**src/rtl/core/mqrb_pkg.sv**
```systemverilog
package mqrb_pkg;

  // default sizes of the queue bank
  localparam int NUM_QUEUES_DEF = 16;
  localparam int DEPTH_DEF      = 16;

  // field widths fixed by the request format
  localparam int FUNC_W   = 1;
  localparam int QID_W    = 8;
  localparam int WORD_W   = 32;
  localparam int STATUS_W = 2;

  // operation codes
  localparam logic [FUNC_W-1:0] FUNC_PUSH = 1'b0;
  localparam logic [FUNC_W-1:0] FUNC_POP  = 1'b1;

  // result status codes
  typedef enum logic [STATUS_W-1:0] {
    ST_OK     = 2'd0,
    ST_BAD_ID = 2'd1,
    ST_FULL   = 2'd2,
    ST_EMPTY  = 2'd3
  } status_t;

  // controller states
  typedef enum logic [1:0] {
    S_IDLE,
    S_CHECK,
    S_RESP
  } state_t;

  // commands from controller to datapath
  typedef struct packed {
    logic capture;   // latch request fields, read pointer pair
    logic exec;      // register result status
    logic slot_wr;   // store pushed word
    logic slot_rd;   // read oldest word
    logic ptr_wr;    // write back pointer pair
    logic resp;      // result on the output ports
  } cmd_t;

  // status from datapath to controller
  typedef struct packed {
    logic bad_id;
    logic is_pop;
    logic full;
    logic empty;
  } stat_t;

endpackage

```
**src/rtl/core/mqrb_ctrl.sv**
```systemverilog
module mqrb_ctrl
  import mqrb_pkg::*;
(
  input  logic  clk,
  input  logic  rst_n,
  input  logic  start,
  input  stat_t stat,
  output logic  busy,
  output cmd_t  cmd
);

  state_t state_r, state_nxt;

  // state register
  always_ff @(posedge clk) begin
    if (!rst_n) begin
      state_r <= S_IDLE;
    end else begin
      state_r <= state_nxt;
    end
  end

  // next state
  always_comb begin
    state_nxt = state_r;
    case (state_r)
      S_IDLE: begin
        if (start) state_nxt = S_CHECK;
      end
      S_CHECK: state_nxt = S_RESP;
      S_RESP:  state_nxt = S_IDLE;
      default: state_nxt = S_IDLE;
    endcase
  end

  // command outputs
  always_comb begin
    cmd  = '0;
    busy = 1'b1;
    case (state_r)
      S_IDLE: begin
        busy        = 1'b0;
        cmd.capture = start;
      end
      S_CHECK: begin
        cmd.exec    = 1'b1;
        cmd.slot_wr = !stat.bad_id && !stat.is_pop && !stat.full;
        cmd.slot_rd = !stat.bad_id && stat.is_pop && !stat.empty;
        cmd.ptr_wr  = cmd.slot_wr || cmd.slot_rd;
      end
      S_RESP: begin
        cmd.resp = 1'b1;
      end
      default: begin
        busy = 1'b1;
      end
    endcase
  end

endmodule

```
**config.mk**
```make
export PLATFORM = sky130hd
export DESIGN_NAME = mqrb_ctrl
export DESIGN_NICKNAME = d
export VERILOG_FILES = /design/src/rtl/core/mqrb_pkg.sv /design/src/rtl/core/mqrb_ctrl.sv
export SDC_FILE = /design/constraint.sdc
export NUM_CORES = 1
export LEC_CHECK = 0
export BUFFER_PORTS_ARGS = -buffer_cell sky130_fd_sc_hd__buf_2
export CAP_MARGIN = 20
export CORE_AREA = 2 2 39 41
export CTS_BUF_LIST = sky130_fd_sc_hd__clkbuf_4 sky130_fd_sc_hd__clkbuf_8
export DETAILED_ROUTE_END_ITERATION = 16
export DIE_AREA = 0 0 41 43
export GPL_TIMING_DRIVEN = 0
export PLACE_DENSITY = 0.36
export SETUP_SLACK_MARGIN = 0.4
export SYNTH_ARGS = -nofsm -noshare
export SYNTH_HDL_FRONTEND = slang
export SYNTH_SLANG_ARGS = --single-unit
```
**constraint.sdc**
```tcl
create_clock -name clk -period 1.1 [get_ports clk]
set_input_delay 0.22 -clock clk [delete_from_list [all_inputs] [get_ports clk]]
set_output_delay 0.22 -clock clk [all_outputs]
set_load 0.02 [all_outputs]
```
Word level (Yosys, flattened, before mapping)
Cells that the tools add are included.
- memories kept: 0
- register bits: 2
- input port bits: 7
- memory bits (read-only): 0
- bits in writable memories: 0
- bits in latches: 0
- word-level logic and storage cells: 20
- mux-type cells: 6
- order comparisons: 0
- shifts and indexed selects: 0
- bitwise gates (word level): 0
- reduce and logical (&&, ||, !) cells: 10
- add/subtract/negate cells: 0
- equality and inequality tests: 3
- divide/modulo/power cells: 0
- multiply operators: 0
- operator list (kind ; count):
    logical AND 1 bit ; 4
    zero test 1 bit ; 4
    2-to-1 mux 4 bit ; 1
    case mux 2 bit (2 select lines) ; 1
    2-to-1 mux 1 bit ; 3
    equality test 2 x 1 -> 1 bit, second input constant ; 1
    equality test 2 bit, second input constant ; 1
    zero test 2 bit ; 1
    2-to-1 mux 2 bit ; 1
    inequality test 2 bit, second input constant ; 1
    logical OR 1 bit ; 1

Logic depth before layout (Yosys ltp)
Gate-level depths: netlist of run 1.
- word-level depth: 5
- gate-level depth with buffers: 2
- mapped depth without buffers: 2

Worst setup path before layout of run 1
OpenSTA, ideal clock, no wires.
- kind: reg2out
- from: register state_r[0]
- to: output port cmd[3] in the netlist's numbering
- buffers on the path: 0
- data arrival time: 1.201 ns
- slack: -0.321 ns
- stages on the path, launching flop included: 3
- data required time: 0.880 ns
- cells stage by stage: dfxtp_1 -> or3b_4 -> nor3_1
- RTL lines (element ; line ; text):
    from (decl) ; mqrb_ctrl.sv:12 ; state_t state_r, state_nxt;
    from (signal assigned) ; mqrb_ctrl.sv:19 ; state_r <= state_nxt;
    to (decl) ; mqrb_ctrl.sv:9 ; output cmd_t cmd

==> parameters.txt, run 1 <==
Parameter                              Value

Synthesis
  Sequential area share after synthesis ... 29.4%
  Leading area contributor after synthesis ... dfxtp_1
  YS warnings ... 0
  Primary FF master, synth ... dfxtp_1
  Synth area leaders ... dfxtp_1 (29%), a211oi_2 (9.2%), and2_1 (9.2%)
  FF+latch count, synth ... 2
  Post-Syn Nets ... 21
  Commonest cells in the netlist ... and2_1 (2), dfxtp_1 (2), nor2b_1 (2)
  Synthesized cell area ... 136 sq um
  Yosys top cell area share ... 29.4%
  Proportion of synthesized flip-flops having asynchronous set or reset ... 0%
  Mean cell area of the mapped netlist ... 9.74 sq um
  Number of instances in the synthesized netlist ... 14
  Number of flops mapped to enable cells by yosys ... 0
  Count of different cell masters after synthesis ... 11

Floorplanning
  Floorplan die width ... 41 um
  Core Area ... 1380 sq um
  Core Rows ... 14
  Initial Util ... 9.86%
  I/O Pins ... 14
  Die ar. ... 1760 sq um
  Height of the die ... 43 um

STA
  Rel. slew slack ... 86.1%
  Post-route clock period utilization ... 137%
  Setup Viol. Count Final ... 7
  Accumulated negative setup slack ... -2.13 ns
  Final number of hold-violating endpoints ... 0
  Highest clock rate ... 661 MHz
  Final Slew Violations ... 0
  Smallest setup slack after layout ... -0.412 ns
  Slew at the pin closest to its max-slew limit ... 0.208 ns
  Unrepaired setup endpoints after global routing ... true
  Worst setup skew after layout ... 0.000225 ns
  Crit path time final ... 1.51 ns

GRT
  Antenna violations before repair ... 0
  Total overflow reported by the global router ... 0
  Via count of the first global-routing pass ... 184
  Global-route wire length before repair ... 690 um
  Global-route usage over all layers ... 6.51%
  Largest net degree at the start of global routing ... 5

Setup path
  CP arrival ... 1.29 ns
  Critical path data required time ... 0.88 ns
  Maximum fanout along the worst path ... 3
  CP startpoint kind ... flop
  Class of the most critical setup path ... flop to output pin
  Type of destination of the critical path ... output pin

Power and ir drop
  Worst ir drop on vdd ... 0.456 mV
  Cell Pwr Density ... 965 nW/um^2
  Post-layout total power ... 356 uW
  Leakage power total ... 0.000169 uW

Layout
  Final core utilization ... 26.7%
  Registers with the highest flip-flop counts ... state_r: 2 flops
  Relative area change from synthesis to final layout ... 171%
  Count of inserted antenna diode cells ... 0
  Most flop-heavy register ... state_r
  Layout Nets ... 42
  Number of flip-flops in the largest register ... 2
  Fraction of final layout cells sized beyond drive strength 1 ... 93.9%

Clock network
  Latest clock arrival within the worst-skew pair ... 0.22 ns
  Hold-fix buffers, CTS ... 0
  Clock tree from TritonCTS ... built
  Register clock-pin slew on the reported worst setup and hold paths ... 0.03 ns
  TritonCTS buffer count ... 3
  Sinks on the clock net ... 2
  Clock root buffer ... clkbuf_4
  H-tree Lvls ... 1
  Maximum number of buffers from clock root to sink ... 2

Worst hold path
  Class of the tightest hold or removal check ... input port to flop

Drt
  Per-cell via count in the routed design ... 3.59
  DRT antenna net count ... 0
  Wire length after detailed routing ... 453 um
  Number of remaining DRC errors ... 0
  Vias ... 176
  Routed length per placed instance ... 9.24 um
  First DRT Iteration DRCs ... 1
  Drt pass-1 iters ... 2

Placed design
  Port buffer count ... 13
  Sum of net half-perimeters after detailed placement ... 317 um
  Final estimated routing congestion in global placement ... 0.465

Run status
  Result of the run ... finished, violations left
  Violations in the final reports ... negative setup slack

Run
  Number of violations of the max-capacitance limit ... 0
==> worst max-delay path: stages, from the launching register on <==
cell and delay [ns]:
dfxtp_2 0.31, or3b_4 0.43, nor3b_4 0.19, buf_6 0.14
==> per-layer routing <==
layer	track usage (%)	up-vias	part of all wire [%]
li1	-	85	-
met1	5.73	77	37
met2	9.06	14	48
met3	3.14	0	14
met4	8.00	0	0
met5	0	-	0
==> cell families after synthesis <==
family | after synthesis | share of synthesized area [%]
simple gates | 10 | 56.0
flops | 2 | 29.4
compound gates | 1 | 9.17
buf+inv | 1 | 5.51
==> through the flow <==
| step | instances | setup WS [ns] | cell area (sq um) | hold slack [ns] |
|---|---|---|---|---|
| 5_1_grt | 49 | -0.463 | 369 | 0.224 |
| 6_report | 49 | -0.412 | 369 | 0.235 |
| 3_3_place_gp | 43 | -0.239 | 248 | 0.430 |
| 3_5_place_dp | 43 | -0.249 | 248 | 0.440 |
| 2_1_floorplan | 14 | -0.166 | 163 | 0.342 |
| 4_1_cts | 48 | -0.426 | 339 | 0.205 |
==> report_power, final <==
group | internal (uW) | leakage, uW | total, uW | switching [uW]
combinational | 64.3 | 0.000138 | 115 | 50.4
sequential | 77.7 | 0.0000172 | 79.8 | 2.13
clock | 120 | 0.0000138 | 162 | 41.1
==> layout make-up <==
type	count	area, sq um
plain buffers	1	11.3
multi-input cells	11	138
clock buffers	3	22.5
fillers	148	1010
repair buffers	16	135
well taps	16	20.0
flip-flops and latches	2	42.5
==> layout by cell type (no fill, tap or decap) <==
master / synthesis / final
nor2b_4: 0 / 1
buf_4: 1 / 2
or2_4: 0 / 1
nor3_4: 0 / 1
nor2b_1: 2 / 1
and2b_2: 1 / 1
dfxtp_2: 0 / 2
or3b_4: 1 / 1
and2_4: 0 / 1
and2_1: 2 / 1
nor3b_4: 0 / 2
a211oi_4: 0 / 1
clkbuf_4: 0 / 3
buf_2: 0 / 6
buf_6: 0 / 9
==> what timing repair did <==
item | 4_1_cts | 5_1_grt
pin swaps | 2 | 4
endpoints found under the hold margin | 0 | 0
endpoints found under the setup margin | 9 | 9
buffers inserted | 2 | 1
gates resized for setup | 17 | 6
==> final timing paths <==
path | start | endpoint | slack (ns) | cells past startpoint
worst max-delay path | state_r[0] | cmd[2] | -0.41 | 3
worst min-delay path | rst_n | state_r[0] | 0.24 | 2
worst max register to register | state_r[1] | state_r[0] | 0.15 | 4
worst min register to register | state_r[0] | state_r[0] | 0.66 | 3
No activity file was read; power rests on OpenSTA's default activity.
==> run 2: changes to the inputs <==
--- a/config.mk
+++ b/config.mk
@@ -12,7 +12,6 @@
 export DETAILED_ROUTE_END_ITERATION = 16
 export DIE_AREA = 0 0 41 43
 export GPL_TIMING_DRIVEN = 0
-export PLACE_DENSITY = 0.36
 export SETUP_SLACK_MARGIN = 0.4
 export SYNTH_ARGS = -nofsm -noshare
 export SYNTH_HDL_FRONTEND = slang
==> run 2 against run 1 <==
  * Global-route usage shrank 1.5 points
  * Cell count down 4.1%
  * First-iteration DRC count stayed put
  * Total power decreased by 5.5%
  * The run still ends with negative setup slack left
  * Clock skew is 0.0024 ns higher
  * Critical path depth unchanged
  * Via count fell by 9.1%
  * Die area unchanged
  * Clock-buffer cell count unchanged
  * Register-to-register slack better by 0.09 ns
  * Wire length shrank 17%
  * Critical endpoint unchanged
  * Cell area fell by 10%
==> parameters.txt, run 2 (same netlist as run 1, synthesis figures left out) <==
Parameter                              Value

Run status
  Result of the run ... finished, violations left
  Violations in the final reports ... negative setup slack

STA
  Smallest setup slack after layout ... -0.436 ns (-0.0240 ns)
  Final Slew Violations ... 0 (unchanged)
  Setup Viol. Count Final ... 7 (unchanged)
  Unrepaired setup endpoints after global routing ... true
  Crit path time final ... 1.54 ns (+0.0240 ns)
  Final hold slack ... 0.209 ns (-0.0259 ns)
  Worst setup skew after layout ... 0.00267 ns (+0.00245 ns)
  Slew at the pin closest to its max-slew limit ... 0.236 ns (+0.0279 ns)
  Rel. slew slack ... 84.2% (-1.9 points)
  Post-route clock period utilization ... 140% (+2.2 points)
  Highest clock rate ... 651 MHz (-1.6%)
  Final number of hold-violating endpoints ... 0 (unchanged)

Clock network
  Register clock-pin slew on the reported worst setup and hold paths ... 0.03 ns (about the same)
  Hold-fix buffers, CTS ... 0 (unchanged)
  Sinks on the clock net ... 2 (unchanged)
  H-tree Lvls ... 1 (unchanged)
  TritonCTS buffer count ... 3 (unchanged)
  Clock tree from TritonCTS ... built
  Maximum number of buffers from clock root to sink ... 2 (unchanged)
  Latest clock arrival within the worst-skew pair ... 0.22 ns (about the same)
  Clock root buffer ... clkbuf_4

Drt
  First DRT Iteration DRCs ... 1 (unchanged)
  Per-cell via count in the routed design ... 3.40 (-5.2%)
  Drt pass-1 iters ... 2 (unchanged)
  Wire length after detailed routing ... 378 um (-17%)
  Number of remaining DRC errors ... 0 (unchanged)
  Vias ... 160 (-9.1%)
  Routed length per placed instance ... 8.04 um (-13%)
  DRT antenna net count ... 0 (unchanged)

Layout
  Register Area ... 42.5 sq um (unchanged)
  Layout Nets ... 40 (-4.8%)
  Final-layout fill cell count ... 151 (+2.0%)
  Count of inserted antenna diode cells ... 0 (unchanged)
  Fraction of final layout cells sized beyond drive strength 1 ... 87.1% (-6.8 points)
  Commonest cells after routing, fill and taps aside ... buf_6 (8), buf_2 (7), clkbuf_4 (3)
  Relative area change from synthesis to final layout ... 143%
  Most flop-heavy register ... state_r
  Number of flip-flops in the largest register ... 2 (unchanged)
  Area of the multi-input gates ... 121 sq um (-12%)
  Most frequent standard cell in the layout excluding fill and tap cells ... buf_6
  Registers with the highest flip-flop counts ... state_r: 2 flops
  Post-route cell area ... 332 sq um (-10%)

Placed design
  Post-detailed-placement cell area ... 248 sq um (unchanged)
  Worst slack at placement ... -0.244 ns (+0.00529 ns)
  Final estimated routing congestion in global placement ... 0.543 (+17%)
  Sum of net half-perimeters after detailed placement ... 284 um (-10%)
  Port buffer count ... 13 (unchanged)

Setup path
  Critical path data required time ... 0.88 ns (about the same)
  Reg2reg start ... state_r[0]
  CP startpoint kind ... flop
  Path depth of the worst reg2reg path ... 3 (-1)
  CP arrival ... 1.32 ns (+0.03 ns)
  Class of the most critical setup path ... flop to output pin
  Type of destination of the critical path ... output pin
  Destination of the worst register-to-register timing path ... state_r[0]
  Maximum fanout along the worst path ... 5 (+2)
  Reg-to-reg setup timing slack ... 0.24 ns (+0.09 ns)

Run
  Number of violations of the max-capacitance limit ... 0 (unchanged)

Power and ir drop
  Worst ir drop on vdd ... 0.265 mV (-42%)
  Post-layout total power ... 336 uW (-5.5%)
  Part of the total power dissipated in the clock network ... 47.6% (+2.2 points)
  Sequential cell fraction of total power ... 24.3% (+1.9 points)
  Switch Pwr ... 87.4 uW (-6.7%)
  Cell Pwr Density ... 1010 nW/um^2 (+5.2%)
  Cell internal pwr ... 249 uW (-5.1%)
  Switch share ... 26.0% (-0.33 points)
  Logic gate share of total power ... 28.1% (-4.1 points)
  Leakage power total ... 0.000151 uW (-11%)

GRT
  Total overflow reported by the global router ... 0 (unchanged)
  Global-route usage over all layers ... 5.02% (-1.5 points)
  Via count of the first global-routing pass ... 162 (-12%)
  Antenna violations before repair ... 0 (unchanged)
  Global-route wire length before repair ... 531 um (-23%)
  Largest net degree at the start of global routing ... 6 (+1)

Worst hold path
  Beginning of the worst hold path ... rst_n
  Endpoint with the worst hold slack ... state_r[0]
  Number of stages on the worst hold path ... 2 (unchanged)
  Class of the tightest hold or removal check ... input port to flop

Floorplanning
  Initial Util ... 9.86% (unchanged)
  Die ar. ... 1760 sq um (unchanged)
  Floorplan die width ... 41 um (unchanged)
  Core Rows ... 14 (unchanged)
  I/O Pins ... 14 (unchanged)
  Height of the die ... 43 um (unchanged)
  Core Area ... 1380 sq um (unchanged)
==> run 2: changes by cell type in the layout (fill, tap and decap cells not counted) <==
cell	before	now
nor3b_4	2	1
and2_4	1	0
buf_6	9	8
buf_2	6	7
buf_4	2	0
and2_1	1	2
or2_4	1	0
or2_2	0	1
nor3b_1	0	1
==> run 2: metrics by stage <==
step           setup TNS (ns)  utilization [%]  cells
5_1_grt                 -2.06             24.0     47
3_5_place_dp           -0.643             17.9     43
3_3_place_gp           -0.610             17.9     43
2_1_floorplan          -0.454                -     14
6_report                -1.80             24.0     47
4_1_cts                 -1.92             24.0     47
==> run 2: power groups by stage <==
| stage | clock network (uW) | logic (uW) | registers (uW) |
|---|---|---|---|
| floorplan | 0 | 43.2 | 81.1 |
| global placement | 0 | 72.2 | 82.0 |
| detailed placement | 0 | 73.0 | 82.2 |
| CTS | 175 | 95.5 | 81.7 |
| global route | 172 | 101 | 82.1 |
| finish | 160 | 94.5 | 81.7 |
==> run 2: timing repair <==
item / 4_1_cts / 5_1_grt
gates resized for setup: 17 / 0
setup buffers: 1 / 0
pin swaps: 1 / 1
setup endpoints to repair: 9 / 9
==> run 2: worst max path at each step <==
stage / startpoint / end / slack [ns] / depth (start not counted)
after floorplan: state_r[0] / cmd[2] / -0.17 / 2
after global placement: state_r[0] / cmd[2] / -0.23 / 3
after detailed placement: state_r[0] / cmd[2] / -0.24 / 3
after CTS: state_r[1] / cmd[2] / -0.45 / 3
after global routing: state_r[1] / cmd[2] / -0.48 / 3
final: state_r[1] / cmd[2] / -0.44 / 3
==> run 2: critical path, stage by stage (launching register included) <==
cell,delay (ns)
dfxtp_2,0.34
or3b_4,0.43
nor3b_4,0.19
buf_6,0.14
==> run 2: layout make-up <==
cell class                 instances  share of cell area [%]
multi-input combinational         11                    36.6
buffer                             1                    3.40
tap                               16                    6.04
clock buffer                       3                    6.79
timing repair buffer              14                    34.3
sequential                         2                    12.8
==> run 2: per-layer routing <==
metal / vias to the layer above / GRT usage, % / share of wire (%) / wire (um)
met4: 0 / 8.00 / 0 / 0
met3: 0 / 1.57 / 10 / 39
met2: 10 / 6.56 / 52 / 195
met1: 70 / 4.49 / 38 / 144
li1: 80 / - / - / -
met5: - / 0 / 0 / 0
